[config.mk]
export PLATFORM = sky130hd
export DESIGN_NAME = dns_query_parser
export DESIGN_NICKNAME = d
export VERILOG_FILES = /design/src/rtl/core/dnsqp_pkg.sv /design/src/rtl/core/dns_query_parser.sv
export SDC_FILE = /design/constraint.sdc
export NUM_CORES = 1
export LEC_CHECK = 0
export BUFFER_PORTS_ARGS = -buffer_cell sky130_fd_sc_hd__clkbuf_2
export CAP_MARGIN = 20
export CORE_ASPECT_RATIO = 0.9
export CORE_MARGIN = 2
export CORE_UTILIZATION = 35
export CTS_BUF_LIST = sky130_fd_sc_hd__clkbuf_4 sky130_fd_sc_hd__clkbuf_8 sky130_fd_sc_hd__clkbuf_16
export DETAILED_ROUTE_END_ITERATION = 16
export PLACE_DENSITY = 0.48
export SLEW_MARGIN = 20
export SYNTH_ARGS = -nofsm -noshare
export SYNTH_HDL_FRONTEND = slang
export SYNTH_SLANG_ARGS = --single-unit
export TNS_END_PERCENT = 10
[constraint.sdc]
create_clock -name aclk -period 7.8 [get_ports aclk]
set_clock_uncertainty 0.2 [all_clocks]
set_input_delay 0.39 -clock aclk [delete_from_list [all_inputs] [get_ports aclk]]
set_output_delay 0.39 -clock aclk [all_outputs]
set_load 0.02 [all_outputs]
[src/rtl/core/dnsqp_pkg.sv]
// dnsqp_pkg: types, constants and result record for the dns query parser
// no dependencies; used by rtl/core/dns_query_parser.sv
package dnsqp_pkg;

    localparam int MAX_NAME_CHARS = 255;
    localparam int HDR_BYTES      = 12;
    localparam int TAIL_BYTES     = 4;
    localparam int OUT_DEPTH      = 4;

    localparam int HDR_IDX_W  = $clog2(HDR_BYTES + 1);
    localparam int TAIL_IDX_W = $clog2(TAIL_BYTES + 1);
    localparam int OUT_PTR_W  = $clog2(OUT_DEPTH);
    localparam int OUT_CNT_W  = $clog2(OUT_DEPTH + 1);

    localparam logic [7:0] DOT_CHAR  = 8'h2e;
    localparam logic [7:0] NAME_MAX8 = 8'(MAX_NAME_CHARS);

    typedef enum logic [2:0] {
        PH_HEADER,
        PH_LEN,
        PH_BODY,
        PH_TAIL,
        PH_DISCARD
    } phase_t;

    typedef enum logic [2:0] {
        ST_OK          = 3'd0,
        ST_SHORT_HDR   = 3'd1,
        ST_NO_QUESTION = 3'd2,
        ST_LBL_OVERRUN = 3'd3,
        ST_NO_TYPE     = 3'd4
    } status_t;

    typedef enum logic {
        KIND_CHAR    = 1'b0,
        KIND_SUMMARY = 1'b1
    } kind_t;

    // one result item, fields from the highest bit down; kind goes on tuser, the rest in tdata order
    typedef struct packed {
        kind_t       kind;
        status_t     status;
        logic [7:0]  name_length;
        logic [15:0] query_class;
        logic [15:0] query_type;
        logic [15:0] additional_count;
        logic [15:0] authority_count;
        logic [15:0] answer_count;
        logic [15:0] question_count;
        logic [15:0] hdr_flags;
        logic [15:0] txn_id;
        logic [7:0]  name_char;
    } result_t;

endpackage

[src/rtl/core/dns_query_parser.sv]
// dns_query_parser: byte-per-cycle parser for a dns query header and first question
// depends on dnsqp_pkg (rtl/core/dnsqp_pkg.sv)
//
//  channel | dir | ports                      | request
//  --------+-----+----------------------------+----------------------------------------
//  s_      | in  | tvalid tready tdata tlast  | one packet byte, tlast on the final byte
//  m_      | out | tvalid tready tdata tuser  | name character or packet summary
//
// one byte is taken per cycle while s_tready is high; the parse state updates in the
// cycle the byte is taken; each byte yields zero, one or two results, queued in a
// four-entry output buffer; s_tready is high while the buffer has room for two results,
// so a final byte that also carries a name character still fits with its summary
// results are registered in the output buffer; m_tready low only backs up into s_tready
// aresetn (synchronous) returns the parser to the header phase and empties the buffer
module dns_query_parser (
    input  logic         aclk,
    input  logic         aresetn,
    input  logic         s_tvalid,
    output logic         s_tready,
    input  logic [7:0]   s_tdata,   // [7:0] pkt_byte
    input  logic         s_tlast,   // end_of_packet
    output logic         m_tvalid,
    input  logic         m_tready,
    output logic [151:0] m_tdata,   // name_char, txn_id, hdr_flags, question_count,
                                    // answer_count, authority_count, additional_count,
                                    // query_type, query_class, name_length, status, zero pad
    output logic [0:0]   m_tuser    // [0] kind
);

    dnsqp_pkg::phase_t                        phase_reg, phase_next;
    logic [dnsqp_pkg::HDR_IDX_W-1:0]          hdr_idx_reg, hdr_idx_next;
    logic [7:0]                               hdr_byte_reg [dnsqp_pkg::HDR_BYTES];
    logic [7:0]                               hdr_byte_next [dnsqp_pkg::HDR_BYTES];
    logic [7:0]                               lbl_left_reg, lbl_left_next;
    logic [7:0]                               kept_len_reg, kept_len_next;
    logic [dnsqp_pkg::TAIL_IDX_W-1:0]         tail_idx_reg, tail_idx_next;
    logic [7:0]                               tail_byte_reg [dnsqp_pkg::TAIL_BYTES];
    logic [7:0]                               tail_byte_next [dnsqp_pkg::TAIL_BYTES];
    dnsqp_pkg::status_t                       err_reg, err_next;

    dnsqp_pkg::result_t                       out_mem [dnsqp_pkg::OUT_DEPTH];
    logic [dnsqp_pkg::OUT_PTR_W-1:0]          wr_ptr_reg, rd_ptr_reg;
    logic [dnsqp_pkg::OUT_CNT_W-1:0]          out_cnt_reg, out_cnt_next;

    logic               s_acc;
    logic               m_acc;
    logic               char_emit;
    logic [7:0]         char_val;
    dnsqp_pkg::status_t st;
    dnsqp_pkg::result_t char_res, sum_res, res0, res1;
    logic [1:0]         push_cnt;
    logic [7:0]         lbl_dec;

    assign s_acc    = s_tvalid && s_tready;
    assign m_acc    = m_tvalid && m_tready;
    assign s_tready = (out_cnt_reg <= dnsqp_pkg::OUT_CNT_W'(dnsqp_pkg::OUT_DEPTH - 2));
    assign lbl_dec  = (lbl_left_reg != 8'd0) ? lbl_left_reg - 8'd1 : 8'd0;

    // parse state machine, next state from the byte being taken
    always_comb begin
        phase_next    = phase_reg;
        hdr_idx_next  = hdr_idx_reg;
        hdr_byte_next = hdr_byte_reg;
        lbl_left_next = lbl_left_reg;
        kept_len_next = kept_len_reg;
        tail_idx_next = tail_idx_reg;
        tail_byte_next = tail_byte_reg;
        err_next      = err_reg;
        char_emit     = 1'b0;
        char_val      = s_tdata;
        st            = dnsqp_pkg::ST_OK;

        unique case (phase_reg)
            dnsqp_pkg::PH_HEADER: begin
                hdr_byte_next[hdr_idx_reg] = s_tdata;
                hdr_idx_next = hdr_idx_reg + dnsqp_pkg::HDR_IDX_W'(1);
                if (hdr_idx_next == dnsqp_pkg::HDR_IDX_W'(dnsqp_pkg::HDR_BYTES)) begin
                    if (hdr_byte_next[4] == 8'd0 && hdr_byte_next[5] == 8'd0) begin
                        err_next   = dnsqp_pkg::ST_NO_QUESTION;
                        phase_next = dnsqp_pkg::PH_DISCARD;
                        st         = dnsqp_pkg::ST_NO_QUESTION;
                    end else begin
                        phase_next = dnsqp_pkg::PH_LEN;
                        st         = dnsqp_pkg::ST_NO_TYPE;
                    end
                end else begin
                    st = dnsqp_pkg::ST_SHORT_HDR;
                end
            end
            dnsqp_pkg::PH_LEN: begin
                if (s_tdata == 8'd0) begin
                    phase_next = dnsqp_pkg::PH_TAIL;
                    st         = dnsqp_pkg::ST_NO_TYPE;
                end else if (s_tlast) begin
                    st = dnsqp_pkg::ST_LBL_OVERRUN;
                end else begin
                    // separator only between labels and while under the limit
                    if (kept_len_reg != 8'd0 && kept_len_reg < dnsqp_pkg::NAME_MAX8) begin
                        char_emit     = 1'b1;
                        char_val      = dnsqp_pkg::DOT_CHAR;
                        kept_len_next = kept_len_reg + 8'd1;
                    end
                    lbl_left_next = s_tdata;
                    phase_next    = dnsqp_pkg::PH_BODY;
                end
            end
            dnsqp_pkg::PH_BODY: begin
                if (kept_len_reg < dnsqp_pkg::NAME_MAX8) begin
                    char_emit     = 1'b1;
                    kept_len_next = kept_len_reg + 8'd1;
                end
                lbl_left_next = lbl_dec;
                if (lbl_dec == 8'd0) begin
                    phase_next = dnsqp_pkg::PH_LEN;
                    st         = dnsqp_pkg::ST_NO_TYPE;
                end else begin
                    st = dnsqp_pkg::ST_LBL_OVERRUN;
                end
            end
            dnsqp_pkg::PH_TAIL: begin
                tail_byte_next[tail_idx_reg[1:0]] = s_tdata;
                tail_idx_next = tail_idx_reg + dnsqp_pkg::TAIL_IDX_W'(1);
                if (tail_idx_next == dnsqp_pkg::TAIL_IDX_W'(dnsqp_pkg::TAIL_BYTES)) begin
                    phase_next = dnsqp_pkg::PH_DISCARD;
                    st         = dnsqp_pkg::ST_OK;
                end else begin
                    st = dnsqp_pkg::ST_NO_TYPE;
                end
            end
            dnsqp_pkg::PH_DISCARD: begin
                st = err_reg;
            end
            default: begin
                st = err_reg;
            end
        endcase
    end

    // result records built from the updated state
    always_comb begin
        char_res           = '0;
        char_res.kind      = dnsqp_pkg::KIND_CHAR;
        char_res.status    = dnsqp_pkg::ST_OK;
        char_res.name_char = char_val;

        sum_res                  = '0;
        sum_res.kind             = dnsqp_pkg::KIND_SUMMARY;
        sum_res.txn_id           = {hdr_byte_next[0],  hdr_byte_next[1]};
        sum_res.hdr_flags        = {hdr_byte_next[2],  hdr_byte_next[3]};
        sum_res.question_count   = {hdr_byte_next[4],  hdr_byte_next[5]};
        sum_res.answer_count     = {hdr_byte_next[6],  hdr_byte_next[7]};
        sum_res.authority_count  = {hdr_byte_next[8],  hdr_byte_next[9]};
        sum_res.additional_count = {hdr_byte_next[10], hdr_byte_next[11]};
        sum_res.query_type       = {tail_byte_next[0], tail_byte_next[1]};
        sum_res.query_class      = {tail_byte_next[2], tail_byte_next[3]};
        sum_res.name_length      = kept_len_next;
        sum_res.status           = st;

        res0     = char_emit ? char_res : sum_res;
        res1     = sum_res;
        push_cnt = s_acc ? (2'(char_emit) + 2'(s_tlast)) : 2'd0;
    end

    always_comb begin
        out_cnt_next = out_cnt_reg + dnsqp_pkg::OUT_CNT_W'(push_cnt)
                       - dnsqp_pkg::OUT_CNT_W'(m_acc);
    end

    always_ff @(posedge aclk) begin
        if (!aresetn) begin
            phase_reg    <= dnsqp_pkg::PH_HEADER;
            hdr_idx_reg  <= '0;
            lbl_left_reg <= '0;
            kept_len_reg <= '0;
            tail_idx_reg <= '0;
            err_reg      <= dnsqp_pkg::ST_OK;
            for (int i = 0; i < dnsqp_pkg::HDR_BYTES; i++) begin
                hdr_byte_reg[i] <= '0;
            end
            for (int i = 0; i < dnsqp_pkg::TAIL_BYTES; i++) begin
                tail_byte_reg[i] <= '0;
            end
        end else if (s_acc) begin
            if (s_tlast) begin
                // packet done: back to the reset state for the next one
                phase_reg    <= dnsqp_pkg::PH_HEADER;
                hdr_idx_reg  <= '0;
                lbl_left_reg <= '0;
                kept_len_reg <= '0;
                tail_idx_reg <= '0;
                err_reg      <= dnsqp_pkg::ST_OK;
                for (int i = 0; i < dnsqp_pkg::HDR_BYTES; i++) begin
                    hdr_byte_reg[i] <= '0;
                end
                for (int i = 0; i < dnsqp_pkg::TAIL_BYTES; i++) begin
                    tail_byte_reg[i] <= '0;
                end
            end else begin
                phase_reg     <= phase_next;
                hdr_idx_reg   <= hdr_idx_next;
                lbl_left_reg  <= lbl_left_next;
                kept_len_reg  <= kept_len_next;
                tail_idx_reg  <= tail_idx_next;
                err_reg       <= err_next;
                hdr_byte_reg  <= hdr_byte_next;
                tail_byte_reg <= tail_byte_next;
            end
        end
    end

    // output buffer
    always_ff @(posedge aclk) begin
        if (push_cnt != 2'd0) begin
            out_mem[wr_ptr_reg] <= res0;
        end
        if (push_cnt == 2'd2) begin
            out_mem[wr_ptr_reg + dnsqp_pkg::OUT_PTR_W'(1)] <= res1;
        end
    end

    always_ff @(posedge aclk) begin
        if (!aresetn) begin
            wr_ptr_reg  <= '0;
            rd_ptr_reg  <= '0;
            out_cnt_reg <= '0;
        end else begin
            wr_ptr_reg  <= wr_ptr_reg + dnsqp_pkg::OUT_PTR_W'(push_cnt);
            rd_ptr_reg  <= rd_ptr_reg + dnsqp_pkg::OUT_PTR_W'(m_acc);
            out_cnt_reg <= out_cnt_next;
        end
    end

    assign m_tvalid   = (out_cnt_reg != '0);
    assign m_tdata    = {5'd0, out_mem[rd_ptr_reg][146:0]};
    assign m_tuser[0] = out_mem[rd_ptr_reg].kind;

    // checks
    a_buf_bound: assert property (@(posedge aclk) disable iff (!aresetn)
        out_cnt_reg <= dnsqp_pkg::OUT_CNT_W'(dnsqp_pkg::OUT_DEPTH))
        else $error("output buffer overflow");

    a_pair_ends_summary: assert property (@(posedge aclk) disable iff (!aresetn)
        (push_cnt == 2'd2) |-> (res0.kind == dnsqp_pkg::KIND_CHAR
                                && res1.kind == dnsqp_pkg::KIND_SUMMARY))
        else $error("two results pushed without character then summary");

    a_pkt_restart: assert property (@(posedge aclk) disable iff (!aresetn)
        (s_acc && s_tlast) |=> (phase_reg == dnsqp_pkg::PH_HEADER
                                && hdr_idx_reg == '0 && kept_len_reg == 8'd0))
        else $error("parser not back in header phase after final byte");

    a_body_owes_bytes: assert property (@(posedge aclk) disable iff (!aresetn)
        (phase_reg == dnsqp_pkg::PH_BODY) |-> (lbl_left_reg != 8'd0))
        else $error("label body phase with no bytes owed");

    a_len_monotonic: assert property (@(posedge aclk) disable iff (!aresetn)
        (s_acc && !s_tlast) |=> (kept_len_reg >= $past(kept_len_reg)))
        else $error("kept name length went down inside a packet");

endmodule

==> run summary, run 1 <==
After clock tree synthesis, the clock-pin slew on the worst setup and hold paths is 0.06 ns. Traced cell by cell, the critical path runs through nor3b_1 > a21boi_1 > a31oi_1 > buf_4 > inv_1 > ha_1 > nand3b_1 > nor4_1 > nor2_1 > buf_6 > inv_6 > buf_4. Averaged over all synthesized cells, the footprint is 13.1 um2. The H-tree was split into 3 levels. The kind of start point of the critical path was a flip-flop.

The tools report the largest net degree at the start of global routing as 138. STA classifies the critical path endpoint as a flip-flop. The library cell used most frequently in the layout, excluding fill and tap cells, is sky130_fd_sc_hd__nor2_1. For this run, the slowest stage of the critical path takes 0.71 ns.

The finished cells cover 37600 um2. The detailed router finished its first iteration with 1773 violations. Overall power consumption after layout is estimated at 10.7 mW. The share of the Yosys chip area taken by registers is 63.5%. The root buffer cell was sky130_fd_sc_hd__clkbuf_16.

Across every metal layer, demand over resource in global routing totals 19.5%. In this run the worst hold path is classified as primary input to flip-flop. The top cell types in the final layout, fill and taps aside, are sky130_fd_sc_hd__nor2_1 (665), sky130_fd_sc_hd__edfxtp_1 (556), sky130_fd_sc_hd__dfxtp_1 (196).

The critical path class is flip-flop to flip-flop. The flow ran to the end, and the final reports show no timing, DRC or antenna violations. Total count of max-transition violations in the final report: 0. The floorplan die area is 95500 um2. The largest total area in the synthesized netlist belongs to sky130_fd_sc_hd__edfxtp_1. The via count of the first global-routing pass came out at 21400. The post-synthesis to final-layout area growth works out to 15.5%. The final total negative setup slack is 0 ns.

The slew at the pin with the worst max-slew slack is 1.18 ns. The max-cap violation count is 0. The global-route wire length before repair was 140 mm; the number of antenna violations at the first check in global routing was 1. The number of detailed-routing iterations run before antenna repair came out at 6. The slowest stage of the critical path belongs to the cell sky130_fd_sc_hd__nor4_1. Starting density of the core: 35.2%. 168 I/O pins were placed.

In this run the deepest clock path goes through 3 buffers. For the relative slew slack, the log shows 21.0%. The top cell type by area accounts for 51.3% of the synthesized area. The data required time of the worst path came out at 7.90 ns. Counting stages on the worst path, the most repeated cell is sky130_fd_sc_hd__buf_4. The average detailed-routed wire length per instance works out to 24.0 um.

Once detail routing completed, the nets flagged for antenna violations numbered 0. In this run, synthesis produced a sequential element count of 754. The gate count after technology mapping is 2480, and the average via count per standard cell is 5.31.

The static power due to leakage was 12.5 nW; the count of input and output buffers was 162. Setup repair after global routing left no endpoint under its margin. The congestion estimate from routability-driven global placement came to 0.791. Of the available clock period, the critical path in the final layout requires 74.9%.

Static timing analysis puts the maximum clock frequency at 171 MHz. Data on the critical path arrives at its endpoint at 5.94 ns. The logs give 0 for the number of synthesis warnings and 50.5 mm for the total half-perimeter wirelength after legalization and detailed placement. The async set-reset flop share out of synthesis came out at 0%. The tools report the total overflow reported by the global router as 0. The number of clock buffers added by TritonCTS is 85. Once routing completed, OpenROAD measured the worst setup slack at 1.96 ns. The minimum clock period is 5.84 ns, and the count of clock tree sinks is 754. The run gives 92600 um2 as the placeable core region. For this design the ratio of total power to cell area is 286 nW/um2. The logs give 34600 um2 for the placement-stage cell area and 106 for the placement row count. For the number of inserted filler cells in the final layout, the log shows 8759. Setup violations remaining at the end of the flow were counted as 0. In this run, synthesis inferred 556 flip-flops with an integrated enable.

The number of flip-flops in the largest register came out at 592. For the worst-skew pair, the clock arrives at the later sink with an insertion delay of 0.62 ns. By area the synthesized netlist is led by sky130_fd_sc_hd__edfxtp_1 (51%), sky130_fd_sc_hd__dfxtp_1 (12%), sky130_fd_sc_hd__mux4_2 (10%), sky130_fd_sc_hd__nor2_1 (7.7%), sky130_fd_sc_hd__mux2i_1 (4.2%). TritonCTS built the clock tree. The repair_antennas step left the layout with diodes totalling 0. For the net count reported at finish, the log shows 2621. The height of the die was 293 um; the via count of the routed design was 20700. Counting distinct cell types in the post-synthesis netlist gives 69. For the final routed DRC violation total, the log shows 0.

In the synthesized netlist the dominant register cell turns out to be sky130_fd_sc_hd__edfxtp_1. The tools report the post-placement worst setup slack as 1.57 ns. The number of setup buffers added after CTS is 0. Of all nets on the critical path, the largest fanout is 60.

The proportion of layout cells with a drive suffix above 1 is 20.2%, and the number of hold-slack violations in the final timing report is 0. The run gives 93.7 mm as the total routed wirelength. The x dimension of the die is 325 um.

Summing every instance area after synthesis gives 32600 um2. The worst supply voltage drop on vdd came out at 0.000208 V.
## kinds of logic after synthesis
family                   after synthesis  share of synthesized area, %
AO/OA/AOI/OAI                        282                          6.36
XOR/XNOR                              10                         0.269
adder cells (fa/ha/maj)               20                         0.792
buffers and inverters                223                          2.89
flip-flops                           754                          63.5
multiplexers                         285                          14.5
other                                  1                        0.0115
AND/OR/NAND/NOR                      905                          11.8
## worst paths after layout
check | cells past startpoint | slack (ns) | start | endpoint
worst max register to register | 12 | 1.96 | phase_reg[0] | out_mem[3][108]
worst max-delay path | 12 | 1.96 | phase_reg[0] | out_mem[3][108]
worst min register to register | 2 | 0.25 | out_mem[3][147] | out_mem[3][147]
worst min-delay path | 3 | 0.20 | aresetn | rd_ptr_reg[0]
## stage by stage
step                      utilization, %  hold WS [ns]  std cells
final                               40.6         0.195       3897
after global routing                40.6         0.197       3897
after CTS                           40.6         0.154       3895
after detailed placement            37.4         0.237       3740
after global placement              37.4         0.237       3740
after floorplan                        -         0.218       2484
## cell usage after synthesis, types with 31 or more instances
master                      instances
sky130_fd_sc_hd__clkbuf_1          95
sky130_fd_sc_hd__o21ai_0           61
sky130_fd_sc_hd__edfxtp_1         556
sky130_fd_sc_hd__mux4_2           148
sky130_fd_sc_hd__mux2i_1          136
sky130_fd_sc_hd__dfxtp_1          198
sky130_fd_sc_hd__and2_1            40
sky130_fd_sc_hd__buf_2             55
sky130_fd_sc_hd__a2bb2oi_1        101
sky130_fd_sc_hd__nor2_1           665
sky130_fd_sc_hd__inv_1             31
sky130_fd_sc_hd__buf_1             33
sky130_fd_sc_hd__nand2_1           83
## repair_timing
action,in CTS,in global routing
gates resized for setup,0,0
hold buffers,1,0
hold endpoints to repair,1,0
## where the power goes
group          switching [mW]  internal [mW]  leakage (nW)  total, mW
Clock                    1.62           2.51          1.46       4.13
Sequential             0.0945           4.42          6.63       4.52
Combinational            1.34          0.756          4.43       2.10
## critical path: cells and delay by family, from the launching register on
kind	cells	cell delay, ns
AOI/OAI and AO/OA	2	0.56
adders and majority gates	1	0.42
buffers and inverters	5	1.99
DFF	1	0.58
and+or+nand+nor	4	1.66
## area by class of cell
class	count	area [um2]	share of cell area [%]
Multi-Input combinational cell	1507	11000	29.4
Clock inverter	38	417	1.11
Clock buffer	116	2480	6.59
Sequential cell	754	20700	55.0
Inverter	32	143	0.379
Tap cell	1242	1550	4.13
Timing Repair Buffer	208	1290	3.45
## layer usage
metal | part of all wire [%] | global-route usage (%)
met1 | 43 | 25.2
met5 | 0 | 0
met3 | 4.3 | 2.96
met4 | 2.5 | 5.71
met2 | 50 | 33.9
(Power assumes the default switching activity.)
==> inputs of run 2 (changes only) <==
==> constraint.sdc (replaced) <==
create_clock -name aclk -period 5.7 [get_ports aclk]
set_clock_uncertainty 0.2 [all_clocks]
set_input_delay 0.285 -clock aclk [delete_from_list [all_inputs] [get_ports aclk]]
set_output_delay 0.285 -clock aclk [all_outputs]
set_load 0.02 [all_outputs]
==> run 2 against run 1 <==
Power up 35%. Sequential cell count unchanged. Worst setup slack worse by 0.56 ns. Critical path type unchanged. Largest cell class unchanged. Via count up 1.4%. Largest power group unchanged. Sequential power is 36% higher.
==> run summary, run 2 (synthesis gave the netlist of run 1 again) <==
The type of destination of the critical path is a flip-flop. The final critical path takes up 75.5% of the cycle. Once detail routing completed, the nets flagged for antenna violations numbered 0. The hold buffer count at CTS is 1, and the clock-pin slew on the worst setup and hold paths is 0.06 ns. The proportion of layout cells with a drive suffix above 1 is 20.5%, and the later-pin clock latency in the skew report is 0.64 ns. The x dimension of the die is 325 um. Derived from the worst setup path, the maximum achievable clock frequency is 232 MHz.

In this run the tightest slew margin relative to its limit is 27.6%. In the layout the commonest cells are sky130_fd_sc_hd__nor2_1 (665), sky130_fd_sc_hd__edfxtp_1 (556), sky130_fd_sc_hd__dfxtp_1 (196). The first routing iteration left 1932 violations.

For the number of resized instances in the post-cts repair step, the log shows 0. The number of antenna diodes in the final layout is 0. The routed layout has 21000 vias. The floorplan step defined a die boundary enclosing 95500 um2. The first global-routing pass estimated 141 mm of wire. Summed over all nets, the half-perimeter wirelength after detailed placement is 52.5 mm. Net count reported at finish: 2635.

The library cell used most frequently in the layout, excluding fill and tap cells, is sky130_fd_sc_hd__nor2_1. The height of the die was 293 um. The minimum clock period came out at 4.30 ns. After the flow finishes, the layout carries non-filler instances totaling 3914.

For the worst setup path, the data required time is 5.97 ns. Including well taps, the total number of placed cells is 3759. Clock tree synthesis selected as its root buffer the cell sky130_fd_sc_hd__clkbuf_16. The tools report the maximum buffer depth of the clock tree as 3.

Across all setup checks in the final design, the least slack found is 1.40 ns. Critical path class: flip-flop to flip-flop. The congestion estimate from routability-driven global placement came to 0.820. Once the clock tree was built, the setup fixing pass inserted 0 buffers. Starting density of the core: 35.2%. The number of antenna violations at the first check in global routing is 0, and the count of clock tree sinks is 754. The slew at the pin with the worst max-slew slack is 1.09 ns. The H-tree was split into 3 levels. IR analysis of the VDD net gives a maximum drop of 0.000205 V. The tools report the critical path data arrival time as 4.57 ns.

The average via count per standard cell is 5.36, and the post-synthesis to final-layout area growth is 16.0%. Largest net degree at the start of global routing: 150. Of all nets on the critical path, the largest fanout is 87.

Timing analysis after detailed placement gives a worst setup slack of 1.37 ns. Setup violations remaining at the end of the flow were counted as 0. The kind of start point of the critical path was a flip-flop.

The number of hold-slack violations in the final timing report was 0; the worst hold margin was 0.0265 ns. The register with the most flip-flops in the layout has 592 of them. The tools report the placeable core region as 92600 um2. The via count of the first global-routing pass was 21500. Summing internal, switching and leakage power gives 14.5 mW. The max-cap violation count was 0. TritonCTS built the clock tree. The count of input and output buffers works out to 162.

The power per unit of standard cell area is 383 nW/um2. The average detailed-routed wire length per instance works out to 23.8 um. The total count of max-transition violations in the final report was 0. The flow ran to the end, and the final reports show no timing, DRC or antenna violations. Summing all placed instances gives a cell area of 35000 um2.

The run gives 0 as the final routed DRC violation total. The run gives 106 as the placement row count. In this run the static leakage power is 12.6 nW.

Setup repair after global routing left no endpoint under its margin. Pin placement for this block handled 168 I/O pins. For the global-route usage over all layers, the log shows 19.5%.

The total CTS buffers is 82. In this run the worst hold path is classified as primary input to flip-flop. The total overflow left after global routing is 0. After routing the design area is 37800 um2. The final layout contains routed wiring with a total length of 93.0 mm. Before antenna repair, the detailed router went through 6 iterations.
[run 2: cell count changes in the layout (fill, tap and decap cells not counted), sizes merged]
cell	change
buf	+17
bufinv	-4
clkbuf	+1
clkinv	+3
clkinvlp	+3
inv	-3
[run 2: through the flow]
stage / setup TNS, ns / util (%)
after floorplan: -115.19 / -
after global placement: 0 / 37.8
after detailed placement: 0 / 37.8
after CTS: 0 / 40.8
after global routing: 0 / 40.8
final: 0 / 40.8
[run 2: final timing paths]
check / cells after the start / slack, ns / to / from
hold reg to reg: 2 / 0.25 / out_mem[2][147] / out_mem[2][147]
setup / recovery: 11 / 1.40 / out_mem[1][75] / kept_len_reg[0]
hold / removal: 3 / 0.03 / rd_ptr_reg[0] / aresetn
setup reg to reg: 11 / 1.40 / out_mem[1][75] / kept_len_reg[0]
[run 2: report_power, final]
part           switching, mW  internal [mW]  total, mW
logic                   1.82           1.06       2.88
clock network           2.23           3.20       5.43
registers              0.114           6.05       6.16
total                   4.16           10.3       14.5
[run 2: area by class of cell]
cell class	instances	area (um2)
multi-input combinational	1507	11000
clock inverter	37	343
timing repair buffer	225	1590
tap	1242	1550
sequential	754	20700
inverter	32	140
clock buffer	117	2420
fill	8751	54800
[run 2: per-layer routing]
| metal | GRT usage, % | share of wire [%] | vias to the layer above |
|---|---|---|---|
| li1 | - | - | 9376 |
| met4 | 5.08 | 2.3 | 0 |
| met5 | 0 | 0 | - |
| met1 | 26.7 | 44 | 10800 |
| met3 | 2.90 | 5.0 | 140 |
| met2 | 32.5 | 48 | 653 |
[run 2: worst max-delay path: stages (launching register included)]
cell,delay [ns]
sky130_fd_sc_hd__dfxtp_1,0.44
sky130_fd_sc_hd__ha_1,0.31
sky130_fd_sc_hd__nand4_1,0.24
sky130_fd_sc_hd__or2_2,0.40
sky130_fd_sc_hd__a31oi_1,0.22
sky130_fd_sc_hd__inv_1,0.11
sky130_fd_sc_hd__ha_1,0.36
sky130_fd_sc_hd__or3b_2,0.48
sky130_fd_sc_hd__nor3_1,0.56
sky130_fd_sc_hd__a21oi_4,0.09
sky130_fd_sc_hd__buf_12,0.22
sky130_fd_sc_hd__nor2_1,0.24
==> inputs of run 3 (changes only) <==
--- a/config.mk
+++ b/config.mk
@@ -12,7 +12,7 @@
 export CORE_UTILIZATION = 35
 export CTS_BUF_LIST = sky130_fd_sc_hd__clkbuf_4 sky130_fd_sc_hd__clkbuf_8 sky130_fd_sc_hd__clkbuf_16
 export DETAILED_ROUTE_END_ITERATION = 16
-export PLACE_DENSITY = 0.48
+export PLACE_DENSITY = 0.5
 export SLEW_MARGIN = 20
 export SYNTH_ARGS = -nofsm -noshare
 export SYNTH_HDL_FRONTEND = slang
==> constraint.sdc (replaced) <==
create_clock -name aclk -period 3.5 [get_ports aclk]
set_clock_uncertainty 0.2 [all_clocks]
set_input_delay 0.175 -clock aclk [delete_from_list [all_inputs] [get_ports aclk]]
set_output_delay 0.175 -clock aclk [all_outputs]
set_load 0.02 [all_outputs]
==> run 3 against run 2 <==
Sequential cell count stayed put. Count of clock-buffer cells in the layout shrank 3. Clock power rose by 66%. Via count up 0.95%. Non-clock buffer count is 107 higher. Worst setup slack got worse by 1.3 ns. Critical path depth unchanged. First-iteration DRC count fell by 16%. Cell area rose by 4.2%. Register-to-register slack lost 1.3 ns. Hold slack gained 0.065 ns. Critical endpoint is now out_mem[0][79]. Largest power group unchanged. Highest routed layer unchanged.
==> run summary, run 3 (synthesis gave the netlist of run 1 again) <==
TritonCTS built the clock tree. The die covers 95500 um2. The finished cells cover 39300 um2. The slew at the pin with the worst max-slew slack is 0.983 ns. The count of input and output buffers is 162, and the total routed wirelength is 94.1 mm.

The cell type with the highest occurrence count on the critical path is sky130_fd_sc_hd__buf_12. Clock-pin slew on the worst setup and hold paths: 0.06 ns. The longest individual stage delay on the worst path works out to 0.51 ns. The number of buffers and inverters on the critical path was 4.

The run gives 139 as the largest net degree at the start of global routing. Once detailed placement completed, the half-perimeter wirelength came to 57.1 mm. The via count of the first global-routing pass is 21900.

The worst setup path is launched from a flip-flop. The register with the most flip-flops in the layout has 592 of them. Post-route fraction of the period consumed by the critical path: 96.4%.

The root buffer cell is sky130_fd_sc_hd__clkbuf_16. The total overflow reported by the global router was 0. Compared with the post-synthesis result, the final layout area differs by 20.9%. STA puts the critical path data arrival time at 3.49 ns. For this design the static power due to leakage is 13.3 nW. For the starting density of the core, the log shows 35.2%.

The tightest min-delay check is of the primary input to flip-flop type. For this run, the post-layout net count is 2744. For the finished layout, the period the worst path requires is 3.37 ns. The tools report the total count of max-transition violations in the final report as 0. The placeable core region was 92600 um2; the highest net fanout along the worst path was 22. The tool flagged a number of max-cap violations equal to 0. The design draws 24.0 mW.

For this design the top-level I/O count stands at 168. The die is 293 um tall. The top cell types in the final layout, fill and taps aside, are sky130_fd_sc_hd__nor2_1 (665), sky130_fd_sc_hd__edfxtp_1 (556), sky130_fd_sc_hd__dfxtp_1 (194). The average detailed-routed wire length per instance was 23.4 um. For this design the ratio of total power to cell area is 610 nW/um2. The critical path in this run is classified as flip-flop to flip-flop.

The run gives 0 as the number of hold-slack violations in the final timing report. The global-route wire length before repair was 141 mm; the CTS H-tree depth was 3. Detailed routing inserted a total of 21200 vias.

The placement row count came out at 106. After detailed placement, the total cell area comes to 36400 um2. After the first detailed-routing iteration, the DRC count stood at 1623. Routability-driven placement finished with a final weighted congestion of 0.834. The logs give 0 for the diode insertion count for antenna repair and 5 for the number of detailed-routing iterations run before antenna repair. From left edge to right edge, the die measures 325 um. The number of antenna violations at the first check in global routing was 1. At the later pin of the worst-skew pair, clock insertion delay measures 0.63 ns.

Setup repair after global routing left no endpoint under its margin. The most common cell after layout, fill and taps aside was sky130_fd_sc_hd__nor2_1. Dividing the detail-routed via count by the number of cells gives 5.27. IR analysis of the VDD net gives a maximum drop of 0.000419 V.

The clock net in this run drives a total of 754 sinks. The logs give 19.6% for the global-route usage over all layers and 3.62 ns for the data required time of the worst path. Based on the critical path, the design can be clocked at up to 296 MHz.

The type of destination of the critical path was a flip-flop. The tools report the final routed DRC violation total as 0. The maximum buffer depth of the clock tree was 3; the final-report setup violation count was 0.

The worst pin sits at a relative slew slack of 34.5%. The signal on the critical path passes through nand3_1 > or2_4 > a31oi_4 > inv_2 > ha_4 > nand3b_1 > or4_4 > and2_4 > clkinvlp_4 > buf_12 > buf_12. The cell class contributing the biggest share of worst-path delay was simple AND/OR/NAND/NOR gates. The run finished with clean final reports.

In this run the remaining antenna-violating nets after routing total 0. The proportion of layout cells with a drive suffix above 1 is 24.0%. The highest-delay cell along the critical path is sky130_fd_sc_hd__dfxtp_1. The run gives 84 as the total CTS buffers.
-- run 3: per-layer routing --
layer | GRT usage (%) | up-vias | part of all wire (%) | wire length [um]
met5 | 0 | - | 0 | 0
met2 | 33.4 | 532 | 49 | 46200
li1 | - | 9605 | - | -
met4 | 4.72 | 0 | 2.1 | 1980
met3 | 2.59 | 125 | 4.2 | 3930
met1 | 26.7 | 10900 | 45 | 42000
-- run 3: worst reg2reg max path: stages (launching register included) --
cell and delay, ns:
sky130_fd_sc_hd__dfxtp_1 0.51, sky130_fd_sc_hd__nand3_1 0.20, sky130_fd_sc_hd__or2_4 0.31, sky130_fd_sc_hd__a31oi_4 0.20, sky130_fd_sc_hd__inv_2 0.07, sky130_fd_sc_hd__ha_4 0.23, sky130_fd_sc_hd__nand3b_1 0.22, sky130_fd_sc_hd__or4_4 0.45
sky130_fd_sc_hd__and2_4 0.18, sky130_fd_sc_hd__clkinvlp_4 0.08, sky130_fd_sc_hd__buf_12 0.16, sky130_fd_sc_hd__buf_12 0.22
-- run 3: area by class of cell --
type | instances | area, um2
fill | 8622 | 53200
sequential | 754 | 20700
multi-input combinational | 1507 | 11100
timing repair buffer | 332 | 3030
clock buffer | 114 | 2370
tap | 1242 | 1550
clock inverter | 41 | 453
inverter | 32 | 138
-- run 3: report_power, final --
part | switching [mW] | internal, mW | total, mW
combinational | 3.00 | 1.95 | 4.95
sequential | 0.206 | 9.85 | 10.1
clock | 3.64 | 5.37 | 9.00
-- run 3: path summary, 6_finish.rpt --
path              cells after the start            start         endpoint  slack [ns]
setup / recovery                     11  kept_len_reg[5]   out_mem[0][79]        0.13
hold / removal                        4       s_tdata[0]    out_mem[1][0]        0.09
setup reg to reg                     11  kept_len_reg[5]   out_mem[0][79]        0.13
hold reg to reg                       2  out_mem[2][147]  out_mem[2][147]        0.24
-- run 3: timing repair --
item,CTS,global route
hold endpoints to repair,60,0
hold buffers,5,0
setup buffers,0,2
gates resized for setup,0,3
endpoints found under the setup margin,0,82
-- run 3: per-stage QoR --
stage	std cells	util [%]	setup TNS, ns	worst slack (ns)	hold WS [ns]
after floorplan	2484	-	-755.83	-1.46	0.205
after global placement	3860	39.3	0	0.129	0.230
after detailed placement	3860	39.3	0	0.0603	0.232
after CTS	4020	42.5	0	0.125	0.0684
after global routing	4022	42.5	0	0.00643	0.104
final	4022	42.5	0	0.126	0.0911
